## src/rtl/sha_pkg.sv

```systemverilog
// ----------------------------------------------------------------------------
// SHA-256 hasher package
// Round constants, initial hash words, round helper functions, state types.
// ----------------------------------------------------------------------------
package sha_pkg;

	localparam int unsigned WORD_W    = 32;
	localparam int unsigned BLK_WORDS = 16;
	localparam int unsigned ROUNDS    = 64;
	localparam int unsigned TOTAL_W   = 61;

	localparam logic [7:0] PAD_BYTE = 8'h80;
	localparam logic [5:0] LEN_POS  = 6'd56;

	typedef logic [WORD_W-1:0] word_t;

	// Top-level sequencer states
	typedef enum logic [2:0] {
		ST_IDLE,
		ST_PAD,
		ST_COMP,
		ST_OUT
	} state_t;

	// Control from sequencer to round unit
	typedef struct packed {
		logic start;
	} rnd_ctl_t;

	typedef struct packed {
		logic busy;
		logic done;
	} rnd_sts_t;

	function automatic word_t round_k(input logic [5:0] i);
		word_t k;
		case (i)
			6'd0: k = 32'h428a2f98; 6'd1: k = 32'h71374491; 6'd2: k = 32'hb5c0fbcf;
			6'd3: k = 32'he9b5dba5; 6'd4: k = 32'h3956c25b; 6'd5: k = 32'h59f111f1;
			6'd6: k = 32'h923f82a4; 6'd7: k = 32'hab1c5ed5; 6'd8: k = 32'hd807aa98;
			6'd9: k = 32'h12835b01; 6'd10: k = 32'h243185be; 6'd11: k = 32'h550c7dc3;
			6'd12: k = 32'h72be5d74; 6'd13: k = 32'h80deb1fe; 6'd14: k = 32'h9bdc06a7;
			6'd15: k = 32'hc19bf174; 6'd16: k = 32'he49b69c1; 6'd17: k = 32'hefbe4786;
			6'd18: k = 32'h0fc19dc6; 6'd19: k = 32'h240ca1cc; 6'd20: k = 32'h2de92c6f;
			6'd21: k = 32'h4a7484aa; 6'd22: k = 32'h5cb0a9dc; 6'd23: k = 32'h76f988da;
			6'd24: k = 32'h983e5152; 6'd25: k = 32'ha831c66d; 6'd26: k = 32'hb00327c8;
			6'd27: k = 32'hbf597fc7; 6'd28: k = 32'hc6e00bf3; 6'd29: k = 32'hd5a79147;
			6'd30: k = 32'h06ca6351; 6'd31: k = 32'h14292967; 6'd32: k = 32'h27b70a85;
			6'd33: k = 32'h2e1b2138; 6'd34: k = 32'h4d2c6dfc; 6'd35: k = 32'h53380d13;
			6'd36: k = 32'h650a7354; 6'd37: k = 32'h766a0abb; 6'd38: k = 32'h81c2c92e;
			6'd39: k = 32'h92722c85; 6'd40: k = 32'ha2bfe8a1; 6'd41: k = 32'ha81a664b;
			6'd42: k = 32'hc24b8b70; 6'd43: k = 32'hc76c51a3; 6'd44: k = 32'hd192e819;
			6'd45: k = 32'hd6990624; 6'd46: k = 32'hf40e3585; 6'd47: k = 32'h106aa070;
			6'd48: k = 32'h19a4c116; 6'd49: k = 32'h1e376c08; 6'd50: k = 32'h2748774c;
			6'd51: k = 32'h34b0bcb5; 6'd52: k = 32'h391c0cb3; 6'd53: k = 32'h4ed8aa4a;
			6'd54: k = 32'h5b9cca4f; 6'd55: k = 32'h682e6ff3; 6'd56: k = 32'h748f82ee;
			6'd57: k = 32'h78a5636f; 6'd58: k = 32'h84c87814; 6'd59: k = 32'h8cc70208;
			6'd60: k = 32'h90befffa; 6'd61: k = 32'ha4506ceb; 6'd62: k = 32'hbef9a3f7;
			default: k = 32'hc67178f2;
		endcase
		return k;
	endfunction

	function automatic word_t init_h(input logic [2:0] i);
		word_t h;
		case (i)
			3'd0: h = 32'h6a09e667; 3'd1: h = 32'hbb67ae85;
			3'd2: h = 32'h3c6ef372; 3'd3: h = 32'ha54ff53a;
			3'd4: h = 32'h510e527f; 3'd5: h = 32'h9b05688c;
			3'd6: h = 32'h1f83d9ab;
			default: h = 32'h5be0cd19;
		endcase
		return h;
	endfunction

	function automatic word_t rotr(input word_t v, input int unsigned n);
		return (v >> n) | (v << (WORD_W - n));
	endfunction

endpackage

```

## src/rtl/sha256_byte_stream_hasher_core.sv

```systemverilog
// A byte that does not fill a block leaves the input open; a byte that fills
//   a block holds the input stalled while the round unit runs 64 rounds.
// A last item pads its final block or blocks at one byte per cycle with
//   one or two compressions, then gives 8 digest words over 8 transfers.
// Throughput is set by the single round unit: one round per cycle.
// Reset (arst_n low) loads the initial hash words and clears counts; no sweep.
// ----------------------------------------------------------------------------
// SHA-256 byte stream hasher, top level
// Byte packing, padding sequencer, digest output over a valid/stall port.
// ----------------------------------------------------------------------------
module sha256_byte_stream_hasher_core import sha_pkg::*; (
	input  logic        clk,
	input  logic        arst_n,
	input  logic        in_valid,
	output logic        in_stall,
	input  logic [7:0]  message_byte,
	input  logic        byte_present,
	input  logic        message_end,
	output logic        out_valid,
	input  logic        out_stall,
	output logic [31:0] digest_word,
	output logic [2:0]  word_number,
	output logic        final_word
);

	state_t st_q, st_d;
	logic [5:0]          fill_q;
	logic [TOTAL_W-1:0]  total_q;
	logic                end_q;        // end marker taken, padding under way
	logic                fin_pend_q;   // padding done, finish after compress
	logic                pad_first_q;  // 0x80 not yet placed
	logic                len_blk_q;    // length field goes in this block
	logic                start_q;      // kick the round unit once block is full
	logic [2:0]          onum_q;
	word_t               blk_q   [BLK_WORDS];
	word_t               chain_q [8];
	word_t               sum     [8];
	rnd_ctl_t            rctl;
	rnd_sts_t            rsts;

	logic       acc, out_go, put, put_full;
	logic [7:0] put_byte;
	logic [63:0] bits;

	assign acc    = in_valid && !in_stall;
	assign out_go = out_valid && !out_stall;
	assign bits   = {total_q, 3'b000};

	// Byte selection for the packer
	always_comb begin
		put = 1'b0;
		put_byte = message_byte;
		case (st_q)
			ST_IDLE: put = acc && byte_present;
			ST_PAD: begin
				put = 1'b1;
				if (pad_first_q) put_byte = PAD_BYTE;
				else if (len_blk_q && fill_q >= LEN_POS)
					put_byte = bits[8*(7-fill_q[2:0]) +: 8];
				else put_byte = 8'h00;
			end
			default: put = 1'b0;
		endcase
		put_full = put && (fill_q == 6'd63);
	end

	// Next state
	always_comb begin
		st_d = st_q;
		case (st_q)
			ST_IDLE: begin
				if (put_full) st_d = ST_COMP;
				else if (acc && message_end) st_d = ST_PAD;
			end
			ST_PAD:  if (put_full) st_d = ST_COMP;
			ST_COMP: begin
				if (rsts.done) st_d = fin_pend_q ? ST_OUT
					: (end_q ? ST_PAD : ST_IDLE);
			end
			ST_OUT:  if (out_go && onum_q == 3'd7) st_d = ST_IDLE;
			default: st_d = ST_IDLE;
		endcase
	end

	// Outputs of the sequencer
	always_comb begin
		in_stall   = (st_q != ST_IDLE);
		out_valid  = (st_q == ST_OUT);
		rctl.start = start_q;
	end

	always_ff @(posedge clk or negedge arst_n) begin
		if (!arst_n) begin
			st_q        <= ST_IDLE;
			fill_q      <= '0;
			total_q     <= '0;
			end_q       <= 1'b0;
			fin_pend_q  <= 1'b0;
			pad_first_q <= 1'b1;
			len_blk_q   <= 1'b0;
			start_q     <= 1'b0;
			onum_q      <= '0;
			for (int i = 0; i < 8; i++) chain_q[i] <= init_h(3'(i));
		end else begin
			st_q    <= st_d;
			start_q <= put_full;
			if (put) fill_q <= fill_q + 6'd1;
			if (st_q == ST_IDLE && acc && byte_present) total_q <= total_q + 1'b1;
			if (st_q == ST_IDLE && acc && message_end) end_q <= 1'b1;
			// 0x80 before byte 56 leaves room for the length in this block
			if (st_q == ST_PAD) begin
				pad_first_q <= 1'b0;
				if (pad_first_q && fill_q < LEN_POS) len_blk_q <= 1'b1;
				if (put_full && len_blk_q && !pad_first_q) fin_pend_q <= 1'b1;
			end
			if (st_q == ST_COMP && rsts.done) begin
				for (int i = 0; i < 8; i++) chain_q[i] <= sum[i];
				// 0x80 overflowed the last block: length goes in the next one
				if (end_q && !pad_first_q) len_blk_q <= 1'b1;
			end
			if (st_q == ST_OUT && out_go) begin
				onum_q <= onum_q + 3'd1;
				if (onum_q == 3'd7) begin
					end_q       <= 1'b0;
					fin_pend_q  <= 1'b0;
					pad_first_q <= 1'b1;
					len_blk_q   <= 1'b0;
					total_q     <= '0;
					fill_q      <= '0;
					for (int i = 0; i < 8; i++) chain_q[i] <= init_h(3'(i));
				end
			end
		end
	end

	// Block buffer byte write
	always_ff @(posedge clk) begin
		if (put) blk_q[fill_q[5:2]][8*(3-fill_q[1:0]) +: 8] <= put_byte;
	end

	sha_round_unit u_rnd (
		.clk   (clk),
		.arst_n(arst_n),
		.ctl   (rctl),
		.blk   (blk_q),
		.chain (chain_q),
		.sum   (sum),
		.sts   (rsts)
	);

	assign digest_word = chain_q[onum_q];
	assign word_number = onum_q;
	assign final_word  = (onum_q == 3'd7);

	a_stall_busy: assert property (@(posedge clk) disable iff (!arst_n)
		rsts.busy |-> in_stall && !out_valid) else $error("input open while hashing");
	a_out_zero: assert property (@(posedge clk) disable iff (!arst_n)
		$rose(out_valid) |-> onum_q == 3'd0) else $error("digest starts off word 0");
	a_pad_ends: assert property (@(posedge clk) disable iff (!arst_n)
		(st_q == ST_OUT) |-> fill_q == 6'd0) else $error("digest with partial block");

endmodule

```

## src/rtl/sha_round_unit.sv

```systemverilog
// ----------------------------------------------------------------------------
// SHA-256 round unit
// One compression round per cycle over 64 rounds, with a rolling 16-word
// message schedule, then a combinational chain-value add.
// ----------------------------------------------------------------------------
module sha_round_unit import sha_pkg::*; (
	input  logic     clk,
	input  logic     arst_n,
	input  rnd_ctl_t ctl,
	input  word_t    blk   [BLK_WORDS],
	input  word_t    chain [8],
	output word_t    sum   [8],
	output rnd_sts_t sts
);

	logic        busy_q;
	logic        fin_q;
	logic [5:0]  rnd_q;
	word_t       w_q [BLK_WORDS];
	word_t       v_q [8];

	word_t s0, s1, w_new, t1, t2;

	// Schedule extension and round datapath
	always_comb begin
		s0    = rotr(w_q[1], 7) ^ rotr(w_q[1], 18) ^ (w_q[1] >> 3);
		s1    = rotr(w_q[14], 17) ^ rotr(w_q[14], 19) ^ (w_q[14] >> 10);
		w_new = s1 + w_q[9] + s0 + w_q[0];
		t1 = v_q[7] + (rotr(v_q[4], 6) ^ rotr(v_q[4], 11) ^ rotr(v_q[4], 25))
			+ ((v_q[4] & v_q[5]) ^ (~v_q[4] & v_q[6])) + round_k(rnd_q) + w_q[0];
		t2 = (rotr(v_q[0], 2) ^ rotr(v_q[0], 13) ^ rotr(v_q[0], 22))
			+ ((v_q[0] & v_q[1]) ^ (v_q[0] & v_q[2]) ^ (v_q[1] & v_q[2]));
	end

	// Round control
	always_ff @(posedge clk or negedge arst_n) begin
		if (!arst_n) begin
			busy_q <= 1'b0;
			fin_q  <= 1'b0;
			rnd_q  <= '0;
		end else begin
			fin_q <= 1'b0;
			if (ctl.start) begin
				busy_q <= 1'b1;
				rnd_q  <= '0;
			end else if (busy_q) begin
				rnd_q <= rnd_q + 6'd1;
				if (rnd_q == 6'(ROUNDS - 1)) begin
					busy_q <= 1'b0;
					fin_q  <= 1'b1;
				end
			end
		end
	end

	// Working variables and schedule window
	always_ff @(posedge clk) begin
		if (ctl.start) begin
			w_q <= blk;
			v_q <= chain;
		end else if (busy_q) begin
			for (int i = 0; i < BLK_WORDS - 1; i++) w_q[i] <= w_q[i+1];
			w_q[BLK_WORDS-1] <= w_new;
			v_q[0] <= t1 + t2;
			v_q[1] <= v_q[0];
			v_q[2] <= v_q[1];
			v_q[3] <= v_q[2];
			v_q[4] <= v_q[3] + t1;
			v_q[5] <= v_q[4];
			v_q[6] <= v_q[5];
			v_q[7] <= v_q[6];
		end
	end

	always_comb begin
		for (int i = 0; i < 8; i++) sum[i] = chain[i] + v_q[i];
	end

	assign sts.busy = busy_q;
	assign sts.done = fin_q;

	a_no_restart: assert property (@(posedge clk) disable iff (!arst_n)
		busy_q |-> !ctl.start) else $error("round unit restarted while busy");
	a_done_after: assert property (@(posedge clk) disable iff (!arst_n)
		fin_q |-> $past(busy_q) && !busy_q) else $error("done without rounds");
	a_cnt_idle: assert property (@(posedge clk) disable iff (!arst_n)
		$fell(busy_q) |-> rnd_q == '0) else $error("round count off at end");

endmodule
```

## config.mk

```make
export PLATFORM = sky130hd
export DESIGN_NAME = sha256_byte_stream_hasher_core
export DESIGN_NICKNAME = d
export VERILOG_FILES = /design/src/rtl/sha_pkg.sv /design/src/rtl/sha256_byte_stream_hasher_core.sv /design/src/rtl/sha_round_unit.sv
export SDC_FILE = /design/constraint.sdc
export NUM_CORES = 2
export LEC_CHECK = 0
export ABC_CLOCK_PERIOD_IN_PS = 18400
export CORE_MARGIN = 2
export CORE_UTILIZATION = 45
export DETAILED_ROUTE_END_ITERATION = 8
export DONT_BUFFER_PORTS = 1
export GPL_TIMING_DRIVEN = 0
export SETUP_SLACK_MARGIN = 0.2
export SLEW_MARGIN = 20
export SYNTH_ARGS = -nofsm -noshare
export SYNTH_HDL_FRONTEND = slang
export SYNTH_SLANG_ARGS = --single-unit
```

## constraint.sdc

```tcl
create_clock -name clk -period 18.4 [get_ports clk]
set_input_delay 0.92 -clock clk [delete_from_list [all_inputs] [get_ports clk]]
set_output_delay 0.92 -clock clk [all_outputs]
set_load 0.01 [all_outputs]
```

==> results.json <==
{
  "htree_levels": 4,
  "synth_compound_area_frac": 0.109,
  "synth-simple-area-share": 0.0804,
  "synth_top_area_frac": 0.418,
  "min_period_ns": 12.96,
  "critPathMaxFanout": 13,
  "worstPathRequired_ns": 18.92,
  "cts.clk_slew.worst_paths_ns": 0.06,
  "final_util": 0.504,
  "synth_top_family_by_area": "multiplexers",
  "final_common_cell": "edfxtp_1",
  "gr-total-overflow": 0,
  "grt_max_degree": 237,
  "die_y_um": 456,
  "synth_flop_cell": "edfxtp_1",
  "final_cells": 10600,
  "syn_inst": 7573,
  "drt-initial-drc-count": 7428,
  "cts_made_buffers": 171,
  "synthXorXnorAreaFrac": 0.0574,
  "clock_latency_ns": 0.87,
  "synth_edf_count": 1280,
  "cts.path.max_buffers": 3,
  "period_share": 0.704,
  "cpMaxStageDelayCell": "a31oi_1",
  "skew_ns": 0.0768,
  "avgSynthCellArea_um2": 12.1,
  "nNetsFinal": 8402,
  "setup_ws_ns": 5.44,
  "routed_via_density": 6.17,
  "die_w_um": 456,
  "hold_path_class": "input pin to async pin",
  "worstPathArrival_ns": 13.47,
  "synthArstFlopShare": 0.210,
  "start_util": 0.454,
  "cts_tree": "built",
  "cts_sinks": 1621,
  "hpwlAfterDp_um": 251000,
  "synth_fp_nets": 8183,
  "yosys.area_share.adder": 0.0995,
  "synth-seq-cells": 1621,
  "grtUsageTotal": 0.317,
  "drt_first_pass_iters": 7,
  "fillers": 17800,
  "final_antenna_net_count": 0,
  "area_growth_pct": 11.0,
  "most-common-layout-cells": "1280 x edfxtp_1, 725 x mux2_2, 615 x nand2_1, 521 x a21oi_1, 402 x xnor2_1",
  "syn_area_um2": 92000,
  "start_kind": "flip-flop",
  "status": "completed",
  "slowest_delay_ns": 0.76,
  "wl_per_cell_um": 31.6,
  "leakage_nw": 35.3,
  "powerDensity_nw_per_um2": 97.1,
  "worstSetupPathType": "flip-flop to flip-flop",
  "reg2regPathDepth": 35,
  "ys_seq_area_frac": 0.512,
  "setup_violations": 0,
  "slew_violations": 0,
  "rsz0062_at_grt": "no",
  "tightest_slew_ns": 1.28,
  "core_um2": 203000,
  "wl_um": 336000,
  "cts_resized": 0,
  "synth_top_cell_by_area": "edfxtp_1",
  "routed-via-count": 65500,
  "dp_cells": 10300,
  "maxSlewHeadroom": 0.146,
  "port_buffers": 0,
  "dp_slack_ns": 5.91,
  "drc": 0,
  "place.gp.congestion": 1.02,
  "critPathCaptureType": "flip-flop",
  "hold_viol": 0,
  "synth.distinct_cells": 93,
  "drive_gt1_frac": 0.173,
  "cts-root-buf": "clkbuf_16",
  "holdWs_ns": 0.106,
  "die_area_um2": 208000,
  "num_rows": 165,
  "cap_violations": 0,
  "synthMuxAreaShare": 0.114,
  "io_pins": 52,
  "synthTopCellsByArea": "edfxtp_1 42%, mux2_2 8.9%, dfrtp_1 5.5%",
  "grt_antenna_before_repair": 19,
  "power.total_w": 0.00992,
  "ys_warn_count": 0,
  "max_freq_mhz": 77.2,
  "grt_pass1_vias": 63400,
  "vdd_ir_drop_max_mv": 0.111,
  "grt_pass1_wl_um": 472000
}
## final timing paths
check | startpoint | end | slack (ns)
max | u_rnd.rnd_q[0]$_DFFE_PN0P_ | u_rnd.v_q[252]$_DFFE_PP_ | 5.44
min | arst_n | chain_q[58]$_DFF_PN1_ | 0.11
max reg2reg | u_rnd.rnd_q[0]$_DFFE_PN0P_ | u_rnd.v_q[252]$_DFFE_PP_ | 5.44
min reg2reg | pad_first_q$_DFF_PN1_ | pad_first_q$_DFF_PN1_ | 0.48
max in group asynchronous | arst_n | chain_q[72]$_DFF_PN0_ | 16.62
min in group clk | in_valid | end_q$_DFF_PN0_ | 0.26
## state kept, by name, indices dropped and copies added (netlist names)
register / flops
u_rnd.w_q: 512
u_rnd.rnd_q: 6
st_q: 2
chain_q: 256
total_q: 61
blk_q: 512
end_q: 1
len_blk_q: 1
word_number: 3
fill_q: 6
u_rnd.fin_q: 1
fin_pend_q: 1
u_rnd.v_q: 256
rctl: 1
u_rnd.busy_q: 1
pad_first_q: 1
## critical path: cells and delay by family (launching register included)
family | cells | cell delay (ns)
DFF | 1 | 0.51
adders and majority gates | 8 | 3.45
buffers and inverters | 7 | 2.79
and+or+nand+nor | 6 | 1.68
xor gates and xnor gates | 2 | 0.54
AOI/OAI and AO/OA | 12 | 3.63
## metal layers
metal	GRT usage	part of all wire	vias up
met5	0	0.00016	-
met4	0.184	0.069	8
met3	0.0574	0.075	837
li1	-	-	28300
met2	0.499	0.45	3100
met1	0.411	0.40	33300
## synthesized netlist by cell type (all sizes together), types with 12 or more instances
master and count:
and3 48, nand2b 54, nor2 416, dfrtp 204, nor3 73, mux2i 46, a311oi 14, a21oi 522
o22ai 17, o31ai 38, xnor2 402, a211oi 62, nor2b 53, fa 195, nor3b 18, o21ai 373
dfstp 137, nand4 39, a21o 140, or3 52, nand3 130, o21a 56, and2 27, o211ai 114
a21boi 13, clkbuf 320, o21bai 46, a211o 14, nor4 12, xor2 198, or2 17, mux4 83
inv 305, maj3 23, o311ai 21, edfxtp 1280, a31oi 58, ha 401, mux2 725, buf 40
nand2 615
## cell families (layout without fill, tap and decap cells)
kind of cell             Yosys count  after routing
AO/OA/AOI/OAI                   1611           1611
XOR/XNOR                         601            601
adder cells (fa/ha/maj)          619            619
buffers and inverters            666           1029
flip-flops                      1621           1621
multiplexers                     854            854
other                              0              7
AND/OR/NAND/NOR                 1601           1601
## what timing repair did
action | 4_1_cts | 5_1_grt
hold endpoints to repair | 236 | 46
setup buffers | 0 | 0
hold buffers | 2 | 1
## where the power goes
part           switching, W  internal (W)  total (W)
sequential         0.000213       0.00416    0.00437
combinational       0.00125      0.000724    0.00198
clock               0.00159       0.00198    0.00357
## final cells by class
| class | instances | area [um^2] | share of cell area |
|---|---|---|---|
| sequential | 1621 | 47100 | 0.462 |
| clock buffer | 217 | 4560 | 0.0447 |
| inverter | 306 | 1160 | 0.0113 |
| multi-input combinational | 5286 | 42400 | 0.416 |
| timing repair buffer | 46 | 852 | 0.00835 |
| antenna | 7 | 17.5 | 0.000172 |
| clock inverter | 100 | 1140 | 0.0112 |
| tap | 2672 | 3340 | 0.0327 |
| buffer | 360 | 1430 | 0.0140 |
## per-stage QoR
step / area [um^2] / TNS [ns]
floorplan: 92000 / 0
global placement: 95300 / -8066.51
detailed placement: 96200 / 0
CTS: 102000 / 0
global route: 102000 / 0
finish: 102000 / 0
Power figures use the tool's default switching activity.
